## src/hdl/mdlp_pkg.sv

```systemverilog
`default_nettype none

package mdlp_pkg;

    localparam int COORD_BITS_DEFAULT = 8;
    localparam int ADDR_W = 5;

    localparam logic [7:0] SIZE_RESET = 8'd32;
    localparam logic [7:0] CODE_RESET = 8'd63;
    localparam logic [7:0] OPAQUE = 8'hFF;

    typedef enum logic [2:0] {
        REG_IMAGE_SIZE   = 3'd0,
        REG_LETTER_CODE  = 3'd1,
        REG_DISC_COLOR   = 3'd2,
        REG_RIM_COLOR    = 3'd3,
        REG_LETTER_COLOR = 3'd4
    } reg_index_t;

    typedef struct packed {
        logic [7:0] pixel_x;
        logic [7:0] pixel_y;
    } pixel_item_t;

    typedef struct packed {
        logic [7:0] red;
        logic [7:0] green;
        logic [7:0] blue;
        logic [7:0] alpha;
    } color_item_t;

    // Upper-case letters map to 0..25, digits to 26..35, anything else to the question mark.
    function automatic logic [5:0] glyph_index(input logic [7:0] code);
        logic [7:0] idx;
        idx = 8'd36;
        if (code >= 8'h41 && code <= 8'h5A)
        begin
            idx = code - 8'h41;
        end
        else if (code >= 8'h30 && code <= 8'h39)
        begin
            idx = code - 8'h30 + 8'd26;
        end
        return idx[5:0];
    endfunction

    // Seven rows of five bits, top row in the most significant position.
    function automatic logic [34:0] glyph_bitmap(input logic [5:0] idx);
        logic [34:0] r;
        case (idx)
            6'd0:    r = {5'h0E, 5'h11, 5'h11, 5'h1F, 5'h11, 5'h11, 5'h11};
            6'd1:    r = {5'h1E, 5'h11, 5'h11, 5'h1E, 5'h11, 5'h11, 5'h1E};
            6'd2:    r = {5'h0E, 5'h11, 5'h10, 5'h10, 5'h10, 5'h11, 5'h0E};
            6'd3:    r = {5'h1E, 5'h11, 5'h11, 5'h11, 5'h11, 5'h11, 5'h1E};
            6'd4:    r = {5'h1F, 5'h10, 5'h10, 5'h1E, 5'h10, 5'h10, 5'h1F};
            6'd5:    r = {5'h1F, 5'h10, 5'h10, 5'h1E, 5'h10, 5'h10, 5'h10};
            6'd6:    r = {5'h0E, 5'h11, 5'h10, 5'h17, 5'h11, 5'h11, 5'h0F};
            6'd7:    r = {5'h11, 5'h11, 5'h11, 5'h1F, 5'h11, 5'h11, 5'h11};
            6'd8:    r = {5'h0E, 5'h04, 5'h04, 5'h04, 5'h04, 5'h04, 5'h0E};
            6'd9:    r = {5'h01, 5'h01, 5'h01, 5'h01, 5'h01, 5'h11, 5'h0E};
            6'd10:   r = {5'h11, 5'h12, 5'h14, 5'h18, 5'h14, 5'h12, 5'h11};
            6'd11:   r = {5'h10, 5'h10, 5'h10, 5'h10, 5'h10, 5'h10, 5'h1F};
            6'd12:   r = {5'h11, 5'h1B, 5'h15, 5'h15, 5'h11, 5'h11, 5'h11};
            6'd13:   r = {5'h11, 5'h19, 5'h15, 5'h13, 5'h11, 5'h11, 5'h11};
            6'd14:   r = {5'h0E, 5'h11, 5'h11, 5'h11, 5'h11, 5'h11, 5'h0E};
            6'd15:   r = {5'h1E, 5'h11, 5'h11, 5'h1E, 5'h10, 5'h10, 5'h10};
            6'd16:   r = {5'h0E, 5'h11, 5'h11, 5'h11, 5'h15, 5'h12, 5'h0D};
            6'd17:   r = {5'h1E, 5'h11, 5'h11, 5'h1E, 5'h14, 5'h12, 5'h11};
            6'd18:   r = {5'h0F, 5'h10, 5'h10, 5'h0E, 5'h01, 5'h01, 5'h1E};
            6'd19:   r = {5'h1F, 5'h04, 5'h04, 5'h04, 5'h04, 5'h04, 5'h04};
            6'd20:   r = {5'h11, 5'h11, 5'h11, 5'h11, 5'h11, 5'h11, 5'h0E};
            6'd21:   r = {5'h11, 5'h11, 5'h11, 5'h11, 5'h11, 5'h0A, 5'h04};
            6'd22:   r = {5'h11, 5'h11, 5'h11, 5'h15, 5'h15, 5'h1B, 5'h11};
            6'd23:   r = {5'h11, 5'h11, 5'h0A, 5'h04, 5'h0A, 5'h11, 5'h11};
            6'd24:   r = {5'h11, 5'h11, 5'h0A, 5'h04, 5'h04, 5'h04, 5'h04};
            6'd25:   r = {5'h1F, 5'h01, 5'h02, 5'h04, 5'h08, 5'h10, 5'h1F};
            6'd26:   r = {5'h0E, 5'h11, 5'h13, 5'h15, 5'h19, 5'h11, 5'h0E};
            6'd27:   r = {5'h04, 5'h0C, 5'h04, 5'h04, 5'h04, 5'h04, 5'h0E};
            6'd28:   r = {5'h0E, 5'h11, 5'h01, 5'h02, 5'h04, 5'h08, 5'h1F};
            6'd29:   r = {5'h1F, 5'h02, 5'h04, 5'h02, 5'h01, 5'h11, 5'h0E};
            6'd30:   r = {5'h02, 5'h06, 5'h0A, 5'h12, 5'h1F, 5'h02, 5'h02};
            6'd31:   r = {5'h1F, 5'h10, 5'h1E, 5'h01, 5'h01, 5'h11, 5'h0E};
            6'd32:   r = {5'h06, 5'h08, 5'h10, 5'h1E, 5'h11, 5'h11, 5'h0E};
            6'd33:   r = {5'h1F, 5'h01, 5'h02, 5'h04, 5'h08, 5'h08, 5'h08};
            6'd34:   r = {5'h0E, 5'h11, 5'h11, 5'h0E, 5'h11, 5'h11, 5'h0E};
            6'd35:   r = {5'h0E, 5'h11, 5'h11, 5'h0F, 5'h01, 5'h02, 5'h0C};
            default: r = {5'h0E, 5'h11, 5'h01, 5'h02, 5'h04, 5'h00, 5'h04};
        endcase
        return r;
    endfunction

endpackage

`default_nettype wire

```

## src/hdl/marker_disc_letter_pixel_core.sv

```systemverilog
// Marker pixel core: returns the RGBA color of one pixel of a square marker
// image, a disc with a rim band and a 5x7 character drawn over it.
// Pixel requests arrive on the pixel channel (pixel_valid, pixel_stall, pixel)
// and colors leave on the color channel (color_valid, color_stall, color).
// Each accepted item yields exactly one color item, in order.
// An accepted item passes four register stages: setup and scale, squares and
// glyph origin, distance and glyph cell, and the final color select in the
// output register, which drives color_valid.
// Throughput is one item per cycle while the receiver takes items.
// When color_stall holds a result, the stages behind it keep filling any empty
// slots, so the core still accepts items until every stage is occupied.
// Image size, letter code and the three colors are set through the APB-style
// port; write them only while no item is in flight.
// Reset empties the pipeline and sets the size to 32 and the letter to '?'
// with all colors black.
`default_nettype none

module marker_disc_letter_pixel_core #(
    parameter int COORD_BITS = mdlp_pkg::COORD_BITS_DEFAULT
) (
    input  logic                         clk,
    input  logic                         rst_n,
    input  logic                         psel,
    input  logic                         penable,
    input  logic                         pwrite,
    input  logic [mdlp_pkg::ADDR_W-1:0]  paddr,
    input  logic [31:0]                  pwdata,
    output logic [31:0]                  prdata,
    output logic                         pready,
    input  logic                         pixel_valid,
    output logic                         pixel_stall,
    input  mdlp_pkg::pixel_item_t        pixel,
    output logic                         color_valid,
    input  logic                         color_stall,
    output mdlp_pkg::color_item_t        color
);
    import mdlp_pkg::*;

    localparam logic [7:0] CoordMask =
        (COORD_BITS >= 8) ? 8'hFF : 8'((1 << COORD_BITS) - 1);

    logic [7:0]  image_size_reg;
    logic [7:0]  letter_code_reg;
    logic [23:0] disc_color_reg;
    logic [23:0] rim_color_reg;
    logic [23:0] letter_color_reg;
    reg_index_t  reg_index;
    logic        cfg_write;

    assign pready    = 1'b1;
    assign reg_index = reg_index_t'(paddr[4:2]);
    assign cfg_write = psel && penable && pwrite && pready;

    always_ff @(posedge clk or negedge rst_n)
    begin
        if (!rst_n)
        begin
            image_size_reg   <= SIZE_RESET;
            letter_code_reg  <= CODE_RESET;
            disc_color_reg   <= '0;
            rim_color_reg    <= '0;
            letter_color_reg <= '0;
        end
        else if (cfg_write)
        begin
            case (reg_index)
                REG_IMAGE_SIZE:   image_size_reg   <= pwdata[7:0];
                REG_LETTER_CODE:  letter_code_reg  <= pwdata[7:0];
                REG_DISC_COLOR:   disc_color_reg   <= pwdata[23:0];
                REG_RIM_COLOR:    rim_color_reg    <= pwdata[23:0];
                REG_LETTER_COLOR: letter_color_reg <= pwdata[23:0];
                default:          ;
            endcase
        end
    end

    always_comb
    begin
        case (reg_index)
            REG_IMAGE_SIZE:   prdata = {24'd0, image_size_reg};
            REG_LETTER_CODE:  prdata = {24'd0, letter_code_reg};
            REG_DISC_COLOR:   prdata = {8'd0, disc_color_reg};
            REG_RIM_COLOR:    prdata = {8'd0, rim_color_reg};
            REG_LETTER_COLOR: prdata = {8'd0, letter_color_reg};
            default:          prdata = '0;
        endcase
    end

    // Stage enables: a stage moves when it is empty or the one ahead moves.
    logic s1_valid_reg, s2_valid_reg, s3_valid_reg, color_valid_reg;
    logic en1, en2, en3, en4;

    assign en4 = !color_valid_reg || !color_stall;
    assign en3 = !s3_valid_reg || en4;
    assign en2 = !s2_valid_reg || en3;
    assign en1 = !s1_valid_reg || en2;
    assign pixel_stall = !en1;

    always_ff @(posedge clk or negedge rst_n)
    begin
        if (!rst_n)
        begin
            s1_valid_reg    <= 1'b0;
            s2_valid_reg    <= 1'b0;
            s3_valid_reg    <= 1'b0;
            color_valid_reg <= 1'b0;
        end
        else
        begin
            if (en1)
            begin
                s1_valid_reg <= pixel_valid;
            end
            if (en2)
            begin
                s2_valid_reg <= s1_valid_reg;
            end
            if (en3)
            begin
                s3_valid_reg <= s2_valid_reg;
            end
            if (en4)
            begin
                color_valid_reg <= s3_valid_reg;
            end
        end
    end

    // Stage 1: masked coordinates, doubled centered offsets and glyph scale.
    logic [7:0]         x_m, y_m, size_m;
    logic [16:0]        scale_prod;
    logic [7:0]         s1_x_next, s1_y_next, s1_size_next;
    logic [7:0]         s1_x_reg, s1_y_reg, s1_size_reg;
    logic signed [10:0] s1_u_next, s1_v_next, s1_u_reg, s1_v_reg;
    logic [4:0]         s1_scale_next, s1_scale_reg;
    logic               s1_in_next, s1_in_reg;

    always_comb
    begin
        x_m    = pixel.pixel_x & CoordMask;
        y_m    = pixel.pixel_y & CoordMask;
        size_m = image_size_reg & CoordMask;
        s1_x_next    = x_m;
        s1_y_next    = y_m;
        s1_size_next = size_m;
        s1_in_next   = (x_m < size_m) && (y_m < size_m);
        s1_u_next = $signed({2'b00, x_m, 1'b0}) - $signed({3'b000, size_m}) + 11'sd1;
        s1_v_next = $signed({2'b00, y_m, 1'b0}) - $signed({3'b000, size_m}) + 11'sd1;
        // Division by eleven as a reciprocal multiply, exact for eight-bit sizes.
        scale_prod    = {9'd0, size_m} * 17'd373;
        s1_scale_next = (scale_prod[16:12] == 5'd0) ? 5'd1 : scale_prod[16:12];
    end

    always_ff @(posedge clk)
    begin
        if (en1)
        begin
            s1_x_reg     <= s1_x_next;
            s1_y_reg     <= s1_y_next;
            s1_size_reg  <= s1_size_next;
            s1_u_reg     <= s1_u_next;
            s1_v_reg     <= s1_v_next;
            s1_scale_reg <= s1_scale_next;
            s1_in_reg    <= s1_in_next;
        end
    end

    // Stage 2: squares and the glyph-relative coordinates.
    logic signed [21:0] uu_full, vv_full;
    logic [7:0]         w5, h7;
    logic signed [9:0]  dx, dy, ox, oy;
    logic [17:0]        s2_uu_next, s2_vv_next, s2_uu_reg, s2_vv_reg;
    logic [15:0]        s2_s2_next, s2_s2_reg;
    logic signed [9:0]  s2_rx_next, s2_ry_next, s2_rx_reg, s2_ry_reg;
    logic [4:0]         s2_scale_reg;
    logic               s2_in_reg;

    always_comb
    begin
        uu_full    = s1_u_reg * s1_u_reg;
        vv_full    = s1_v_reg * s1_v_reg;
        s2_uu_next = uu_full[17:0];
        s2_vv_next = vv_full[17:0];
        s2_s2_next = {8'd0, s1_size_reg} * {8'd0, s1_size_reg};
        w5 = {3'd0, s1_scale_reg} * 8'd5;
        h7 = {3'd0, s1_scale_reg} * 8'd7;
        dx = $signed({2'b00, s1_size_reg}) - $signed({2'b00, w5});
        dy = $signed({2'b00, s1_size_reg}) - $signed({2'b00, h7});
        // Halving that truncates toward zero.
        ox = (dx + $signed({9'd0, dx[9]})) >>> 1;
        oy = (dy + $signed({9'd0, dy[9]})) >>> 1;
        s2_rx_next = $signed({2'b00, s1_x_reg}) - ox;
        s2_ry_next = $signed({2'b00, s1_y_reg}) - oy;
    end

    always_ff @(posedge clk)
    begin
        if (en2)
        begin
            s2_uu_reg    <= s2_uu_next;
            s2_vv_reg    <= s2_vv_next;
            s2_s2_reg    <= s2_s2_next;
            s2_rx_reg    <= s2_rx_next;
            s2_ry_reg    <= s2_ry_next;
            s2_scale_reg <= s1_scale_reg;
            s2_in_reg    <= s1_in_reg;
        end
    end

    // Stage 3: squared distance, and glyph cell found by comparing against
    // multiples of the scale.
    logic [9:0]  rx_u, ry_u, scale_w;
    logic        gx_in, gy_in;
    logic [18:0] s3_d_next, s3_d_reg;
    logic [15:0] s3_s2_reg;
    logic [2:0]  s3_col_next, s3_row_next, s3_col_reg, s3_row_reg;
    logic        s3_glyph_next, s3_glyph_reg;
    logic        s3_in_reg;

    always_comb
    begin
        s3_d_next = {1'b0, s2_uu_reg} + {1'b0, s2_vv_reg};
        rx_u    = {1'b0, s2_rx_reg[8:0]};
        ry_u    = {1'b0, s2_ry_reg[8:0]};
        scale_w = {5'd0, s2_scale_reg};
        gx_in   = !s2_rx_reg[9] && (rx_u < scale_w * 10'd5);
        gy_in   = !s2_ry_reg[9] && (ry_u < scale_w * 10'd7);
        s3_col_next = '0;
        s3_row_next = '0;
        for (int k = 1; k <= 4; k++)
        begin
            if (rx_u >= 10'(k) * scale_w)
            begin
                s3_col_next = s3_col_next + 3'd1;
            end
        end
        for (int k = 1; k <= 6; k++)
        begin
            if (ry_u >= 10'(k) * scale_w)
            begin
                s3_row_next = s3_row_next + 3'd1;
            end
        end
        s3_glyph_next = s2_in_reg && gx_in && gy_in;
    end

    always_ff @(posedge clk)
    begin
        if (en3)
        begin
            s3_d_reg     <= s3_d_next;
            s3_s2_reg    <= s2_s2_reg;
            s3_col_reg   <= s3_col_next;
            s3_row_reg   <= s3_row_next;
            s3_glyph_reg <= s3_glyph_next;
            s3_in_reg    <= s2_in_reg;
        end
    end

    // Stage 4: disc and rim tests, glyph lookup and color select.
    logic [29:0]  rim_lhs, rim_rhs;
    logic         in_disc, in_rim, lit;
    logic [34:0]  rows;
    logic [4:0]   row_bits;
    logic [2:0]   col_idx;
    logic [23:0]  rgb;
    logic [7:0]   alpha_v;
    color_item_t  color_next, color_reg;

    always_comb
    begin
        rim_lhs  = {11'd0, s3_d_reg} * 30'd625;
        rim_rhs  = {14'd0, s3_s2_reg} * 30'd324;
        in_disc  = s3_in_reg && ({1'b0, s3_d_reg} <= {4'd0, s3_s2_reg});
        in_rim   = rim_lhs > rim_rhs;
        rows     = glyph_bitmap(glyph_index(letter_code_reg));
        row_bits = rows[5'd30 - {s3_row_reg, 2'b00} - {2'b00, s3_row_reg} +: 5];
        col_idx  = (s3_col_reg <= 3'd4) ? 3'd4 - s3_col_reg : 3'd0;
        lit      = s3_glyph_reg && row_bits[col_idx];
        rgb      = '0;
        alpha_v  = '0;
        if (in_disc)
        begin
            rgb     = in_rim ? rim_color_reg : disc_color_reg;
            alpha_v = OPAQUE;
        end
        if (lit)
        begin
            rgb     = letter_color_reg;
            alpha_v = OPAQUE;
        end
        color_next.red   = rgb[23:16];
        color_next.green = rgb[15:8];
        color_next.blue  = rgb[7:0];
        color_next.alpha = alpha_v;
    end

    always_ff @(posedge clk)
    begin
        if (en4)
        begin
            color_reg <= color_next;
        end
    end

    assign color_valid = color_valid_reg;
    assign color       = color_reg;

endmodule

`default_nettype wire

```

## config.mk

```make
export PLATFORM = sky130hd
export DESIGN_NAME = marker_disc_letter_pixel_core
export DESIGN_NICKNAME = d
export VERILOG_FILES = /design/src/hdl/mdlp_pkg.sv /design/src/hdl/marker_disc_letter_pixel_core.sv
export SDC_FILE = /design/constraint.sdc
export NUM_CORES = 2
export LEC_CHECK = 0
export BUFFER_PORTS_ARGS = -buffer_cell sky130_fd_sc_hd__buf_2
export CORE_MARGIN = 3
export CORE_UTILIZATION = 25
export CTS_CLUSTER_DIAMETER = 50
export DETAILED_ROUTE_END_ITERATION = 10
export PLACE_DENSITY = 0.36
export SYNTH_ARGS = -nofsm -noshare
export SYNTH_HDL_FRONTEND = slang
export SYNTH_SLANG_ARGS = --single-unit
```

## constraint.sdc

```tcl
create_clock -name clk -period 6.9 [get_ports clk]
set_clock_uncertainty 0.05 [all_clocks]
set_input_delay 0.69 -clock clk [delete_from_list [all_inputs] [get_ports clk]]
set_output_delay 0.69 -clock clk [all_outputs]
set_load 0.01 [all_outputs]
```

* Yosys cells after proc, flatten, opt, wreduce, memory -nomap -nowiden
Memory sizes are Yosys's and may differ from the RTL's.
Cells that the tools add are included.
** Storage, ports and cells
- Register bits :: 297
- Bits in read-only memories :: 2240
- Bits of input ports :: 60
- Output and inout bits :: 67
- Logic and storage cells :: 148
- Memories :: 1
** Memory list
- (name not given) :: depth 64, width 35, rd ports 1, clocked after Yosys merged registers in 0, wr ports 0, line mdlp_pkg.sv:50 : case (idx)
** Cells by class
- Add/subtract/negate cells :: 25
- $mul :: 12
- Magnitude comparators :: 22
- Eq/ne operators :: 4
- Shifts and indexed selects :: 1
- Multiplexer cells :: 20
- Reductions and logical operators :: 30
** Operator list (number)
- 24-bit one-hot mux with 5 select lines :: 1
- 24-bit two-way mux :: 3
- 9-bit by 7-bit >= comparator with 1-bit output :: 4
- 11-bit by 11-bit multiplier with 18-bit output :: 2
- 35-bit by 6-bit variable part select with 5-bit output :: 1
- 29-bit by 25-bit > comparator with 1-bit output :: 1
- 19-bit by 10-bit multiplier with 29-bit output, second input constant :: 1
- 3-bit two-way mux :: 9
- 3-bit by 1-bit adder with 3-bit output, second input constant :: 8
- 5-bit by 3-bit multiplier with 8-bit output, second input constant :: 3
- 16-bit by 7-bit multiplier with 23-bit output, second input constant :: 1
- 10-bit by 2-bit adder with 11-bit output, second input constant :: 2
- 9-bit by 2-bit adder with 10-bit output :: 2
- 9-bit by 8-bit subtractor with 10-bit output :: 2
- 9-bit by 9-bit subtractor with 10-bit output :: 2
- 18-bit by 18-bit adder with 19-bit output :: 1
- 19-bit by 16-bit <= comparator with 1-bit output :: 1
- 9-bit by 5-bit >= comparator with 1-bit output :: 2
- 9-bit by 6-bit >= comparator with 1-bit output :: 2
- 9-bit by 8-bit >= comparator with 1-bit output :: 2
- 9-bit by 8-bit < comparator with 1-bit output :: 2
- 8-bit by 8-bit subtractor with 9-bit output :: 2
- 8-bit by 9-bit multiplier with 17-bit output, second input constant :: 1
- 8-bit < comparator :: 2
- other kinds (28) :: 57

* Longest topological paths before layout
- Depth in word-level cells :: 12
- Mapped depth :: 32
- Mapped depth without buffers :: 31

* Worst setup path after synthesis
Ideal clock, no wire load.
- Path kind :: register to register
- From :: reg s3_d_reg[4]
- To :: reg color_reg, in the netlist color[11] (data pin)
- Setup time :: 0.257 ns
- Arrival time :: 6.441 ns
- Data required time :: 6.593 ns
- Slack :: 0.152 ns
- Cell stages (with the launch flop) :: 33
- Path buffers :: 1
- Clock period less this slack :: 6.748 ns
- Cell sequence :: edfxtp_1 > inv_1 > fa_1 > inv_1 > ha_1 > inv_1 > fa_1 > inv_1 > ha_1 > inv_1 > fa_1 > inv_1 > ha_1 > o21ai_0 > a21boi_0 > o21a_1 > a31o_2 > nand4_1 > a31o_2 > o21bai_1 > a21oi_1 > xnor2_1 > ha_1 > a21o_1 > a21oi_1 > o211ai_1 > a21oi_1 > o22ai_1 > a311oi_1 > nand3_1 > clkbuf_1 > mux2i_1 > o2bb2ai_1
** Between the ends
- Longest elaborated chain between the ends :: 5
- Elaborated cells between the ends (all ways) :: 7
- Those cells by class :: 1 x mul; 2 x order compare; 3 x mux; 1 x reduce/logical
** RTL lines
- start, declared :: line marker_disc_letter_pixel_core.sv:214 : logic [18:0] s3_d_next, s3_d_reg;
- start signal, assigned :: line marker_disc_letter_pixel_core.sv:251 : s3_d_reg <= s3_d_next;
- 19-bit by 10-bit multiplier with 29-bit output :: line marker_disc_letter_pixel_core.sv:272 : rim_lhs = {11'd0, s3_d_reg} * 30'd625;
- 29-bit by 25-bit > comparator with 1-bit output :: line marker_disc_letter_pixel_core.sv:275 : in_rim = rim_lhs > rim_rhs;
- 24-bit two-way mux :: line marker_disc_letter_pixel_core.sv:284 : rgb = in_rim ? rim_color_reg : disc_color_reg;
- 24-bit two-way mux (*) :: line marker_disc_letter_pixel_core.sv:282 : if (in_disc)
- 24-bit two-way mux (*) :: line marker_disc_letter_pixel_core.sv:287 : if (lit)
- named net rgb[3] :: line marker_disc_letter_pixel_core.sv:266 : logic [23:0] rgb;
- end signal, assigned :: line marker_disc_letter_pixel_core.sv:302 : color_reg <= color_next;
- end, declared :: line marker_disc_letter_pixel_core.sv:268 : color_item_t color_next, color_reg;
Mark *: on every way through the listed nets, which the timed path passes. The rest lies on a longest branch.
A chain may end at the register's enable or synchronous reset.

* Worst setup path in the final report
- From :: reg s3_d_reg[5]
- To :: reg color_reg, in the netlist color[18] (data pin)
Same word-level chain as after synthesis.

==> reports/results.txt <==
Antenna violations before repair: 4
Post-CTS clock slew at the launch and capture registers of the worst setup and hold paths: 0.06 ns
Clock latency on the worst-skew pair: 0.59 ns
Total of buffers placed on input and output ports: 107
Floorplan Core Area: 0.1385 mm2
Starting density of the core: 25.34%
Result of the run: completed
Buffering stage count on the worst path with inverters included: 9
Routed wire length: 101400 um
First-pass GRT wire length: 159400 um
DIE HEIGHT: 380.7 um
Critical Path End Type: flip-flop
Worst-case hold slack: 0.2804 ns
Total number of vias: 25480
Max-Slew Margin vs Limit: 29.32%
Worst-margin pin slew: 1.060 ns
Top-count cell post-synth: sky130_fd_sc_hd__inv_1
Mean cell area of the mapped netlist: 9.803 um2
Critical Path Start Type: flip-flop
Area share of the leading cell type in the synthesized netlist: 18.79%
Synthesized instance count: 3580
GRT Residual Overflow: 0
Post-layout nets: 4595
TritonCTS clock tree: yes
Finish-stage setup viols: 0
Final period demand of the worst path: 6.826 ns
Data arrival time of the worst path: 7.12 ns
Final ANT Viol Nets: 0
Async set-reset flop share out of synthesis: 32.51%
Via density: 4.525
Biggest cell delay along the critical path: 0.55 ns
Worst R2R Setup Slack: 0.07 ns
Unrepaired setup endpoints after global routing: yes
Count of flip-flops with a built-in enable after synthesis: 191
Residual DRC: 0
Sequential fraction of the synthesis area: 22.93%
Number of buffers on the longest clock path: 3
Worst Hold Path Cells: 1
Maximum clock rate: 0.1465 GHz
Cell type contributing the most total cell area after synthesis: sky130_fd_sc_hd__ha_1
Number of distinct library cell variants in the gate-level netlist after synthesis: 103
GRT Resource Usage Total: 13.94%
Placement row count: 136
Placed instance count: 5535
Via count of the first global-routing pass: 26500
Cell family with the largest share of critical-path delay: adder cells
Post-detailed-placement cell area: 0.03823 mm2
GP Congestion: 0.8241
Maximum number of pins on one net before global-route repair: 72
WP depth: 33
Worst EP required: 7.19 ns
Largest fanout on the critical path: 6
Area grow syn2layout: 13.99%
Depth of the worst register-to-register path: 33
Leading register cell type out of synthesis: sky130_fd_sc_hd__edfxtp_1
Root buffer cell: sky130_fd_sc_hd__clkbuf_16
Total number of H-tree levels: 2
Floorplan die area: 0.1449 mm2
Final Cycle Share: 98.92%
First-pass iteration count of the detailed router: 5
Count of endpoints failing hold in the final timing report: 0
Share of cells above drive strength 1: 12.33%
Number of buffers created by CTS: 45
Routed length per placed instance: 18.02 um
Slowest cell on crit path: sky130_fd_sc_hd__fa_1
Clk sink count: 283
I/O pin cnt: 127
Max reg flops: 25
HP Class: in2reg
Post-route cell area: 0.04000 mm2
Leading post-synthesis cells by instance count: 588 x sky130_fd_sc_hd__inv_1, 527 x sky130_fd_sc_hd__ha_1, 281 x sky130_fd_sc_hd__fa_1, 191 x sky130_fd_sc_hd__edfxtp_1, 190 x sky130_fd_sc_hd__nand2_1
Top post-synthesis cells by area: sky130_fd_sc_hd__ha_1 19%, sky130_fd_sc_hd__edfxtp_1 16%, sky130_fd_sc_hd__fa_1 16%, sky130_fd_sc_hd__inv_1 6.3%, sky130_fd_sc_hd__dfrtp_1 6.1%
Fin cells: 5630
Slew Viols, Final: 0
Total standard cell area after synthesis: 0.03510 mm2
HPWL after DPL: 80580 um
Flip-flop and latch count after synthesis: 283
1st-iter DRT viols: 1377
Yosys warning count: 0
Number of max-capacitance violations reported: 0
Floorplan die width: 380.7 um
Type of the worst setup path: reg2reg
-- through the flow --
stage	setup slack, ns	util [%]	setup TNS (ns)
final	0.07432	28.88	0
after CTS	-0.05600	28.84	-0.5126
after global placement	-0.1412	27.60	-3.134
after floorplan	0.1522	-	0
after global routing	-0.2951	28.88	-6.277
after detailed placement	-0.1844	27.60	-3.735
-- layer usage --
metal	global-route usage, %	wire length (um)	part of all wire, %	vias up
met1	19.69	49070	48	12380
met3	1.388	3215	3.2	105
met4	3.079	2119	2.1	2
li1	-	-	-	12590
met5	0	7	0.0069	-
met2	22.95	47030	46	403
-- worst paths after layout --
| kind | startpoint | end |
|---|---|---|
| worst max-delay path | s3_d_reg[5]$_DFFE_PP_ | color[18]$_DFFE_PP_ |
| worst min-delay path | pixel[2] | s1_y_reg[2]$_DFFE_PN_ |
| worst max register to register | s3_d_reg[5]$_DFFE_PP_ | color[18]$_DFFE_PP_ |
| worst min register to register | s2_s2_reg[11]$_DFFE_PP_ | s3_s2_reg[11]$_DFFE_PP_ |
| max in group asynchronous | rst_n | letter_color_reg[9]$_DFFE_PN0P_ |
| min in group asynchronous | rst_n | rim_color_reg[22]$_DFFE_PN0P_ |
-- cell usage in the layout, fill, tap and decap left out, types with 9 or more instances in the layout --
cell                          n
sky130_fd_sc_hd__inv_1      582
sky130_fd_sc_hd__ha_1       525
sky130_fd_sc_hd__fa_1       281
sky130_fd_sc_hd__edfxtp_1   191
sky130_fd_sc_hd__nand2_1    189
sky130_fd_sc_hd__a21oi_1    155
sky130_fd_sc_hd__xnor2_1    147
sky130_fd_sc_hd__nor2_1     133
sky130_fd_sc_hd__o21ai_0    115
sky130_fd_sc_hd__buf_2      106
sky130_fd_sc_hd__buf_4      103
sky130_fd_sc_hd__and2_1     100
sky130_fd_sc_hd__mux2_2      91
sky130_fd_sc_hd__dfrtp_1     85
sky130_fd_sc_hd__a21o_1      77
sky130_fd_sc_hd__xor2_1      65
sky130_fd_sc_hd__nand3_1     63
sky130_fd_sc_hd__mux2i_1     59
sky130_fd_sc_hd__nand2b_1    46
sky130_fd_sc_hd__clkbuf_16   46
sky130_fd_sc_hd__nor2b_1     42
sky130_fd_sc_hd__nand4_1     38
sky130_fd_sc_hd__nor3_1      32
sky130_fd_sc_hd__o211ai_1    29
sky130_fd_sc_hd__o21bai_1    28
sky130_fd_sc_hd__a31oi_1     27
sky130_fd_sc_hd__o2bb2ai_1   25
sky130_fd_sc_hd__o21a_1      21
sky130_fd_sc_hd__a22oi_1     20
sky130_fd_sc_hd__and3_1      17
sky130_fd_sc_hd__a211oi_1    17
sky130_fd_sc_hd__conb_1      13
sky130_fd_sc_hd__o22ai_1     12
sky130_fd_sc_hd__a221oi_1    11
sky130_fd_sc_hd__a21boi_0    10
sky130_fd_sc_hd__o31a_1       9
sky130_fd_sc_hd__a32oi_1      9
-- cell families after synthesis --
family          Yosys count  synth area share, %
simple gates            718                10.32
mux                     152                4.731
buf+inv                 717                8.086
fa+ha+maj               809                34.84
compound gates          683                13.63
other cells               2              0.02140
flops                   283                22.93
xor+xnor                216                5.433
-- repair_timing --
item,4_1_cts,5_1_grt
endpoints found under the hold margin,17,0
buffers inserted,3,1
setup endpoints to repair,24,24
gates resized for setup,21,7
hold buffers,1,0
pin swaps,21,13
gates cloned,2,1
-- layout make-up --
class / count / area, um2
antenna: 3 / 7.507
clock buffer: 53 / 1166
clock inverter: 31 / 366.6
fill: 14720 / 98510
inverter: 590 / 2215
multi-input combinational: 2591 / 24420
sequential: 283 / 8046
tap: 1863 / 2331
timing repair buffer: 216 / 1454
Power is left out: the tool's default activity adds up to more than one toggle a clock period on the data nets, which glitch-free logic cannot reach.
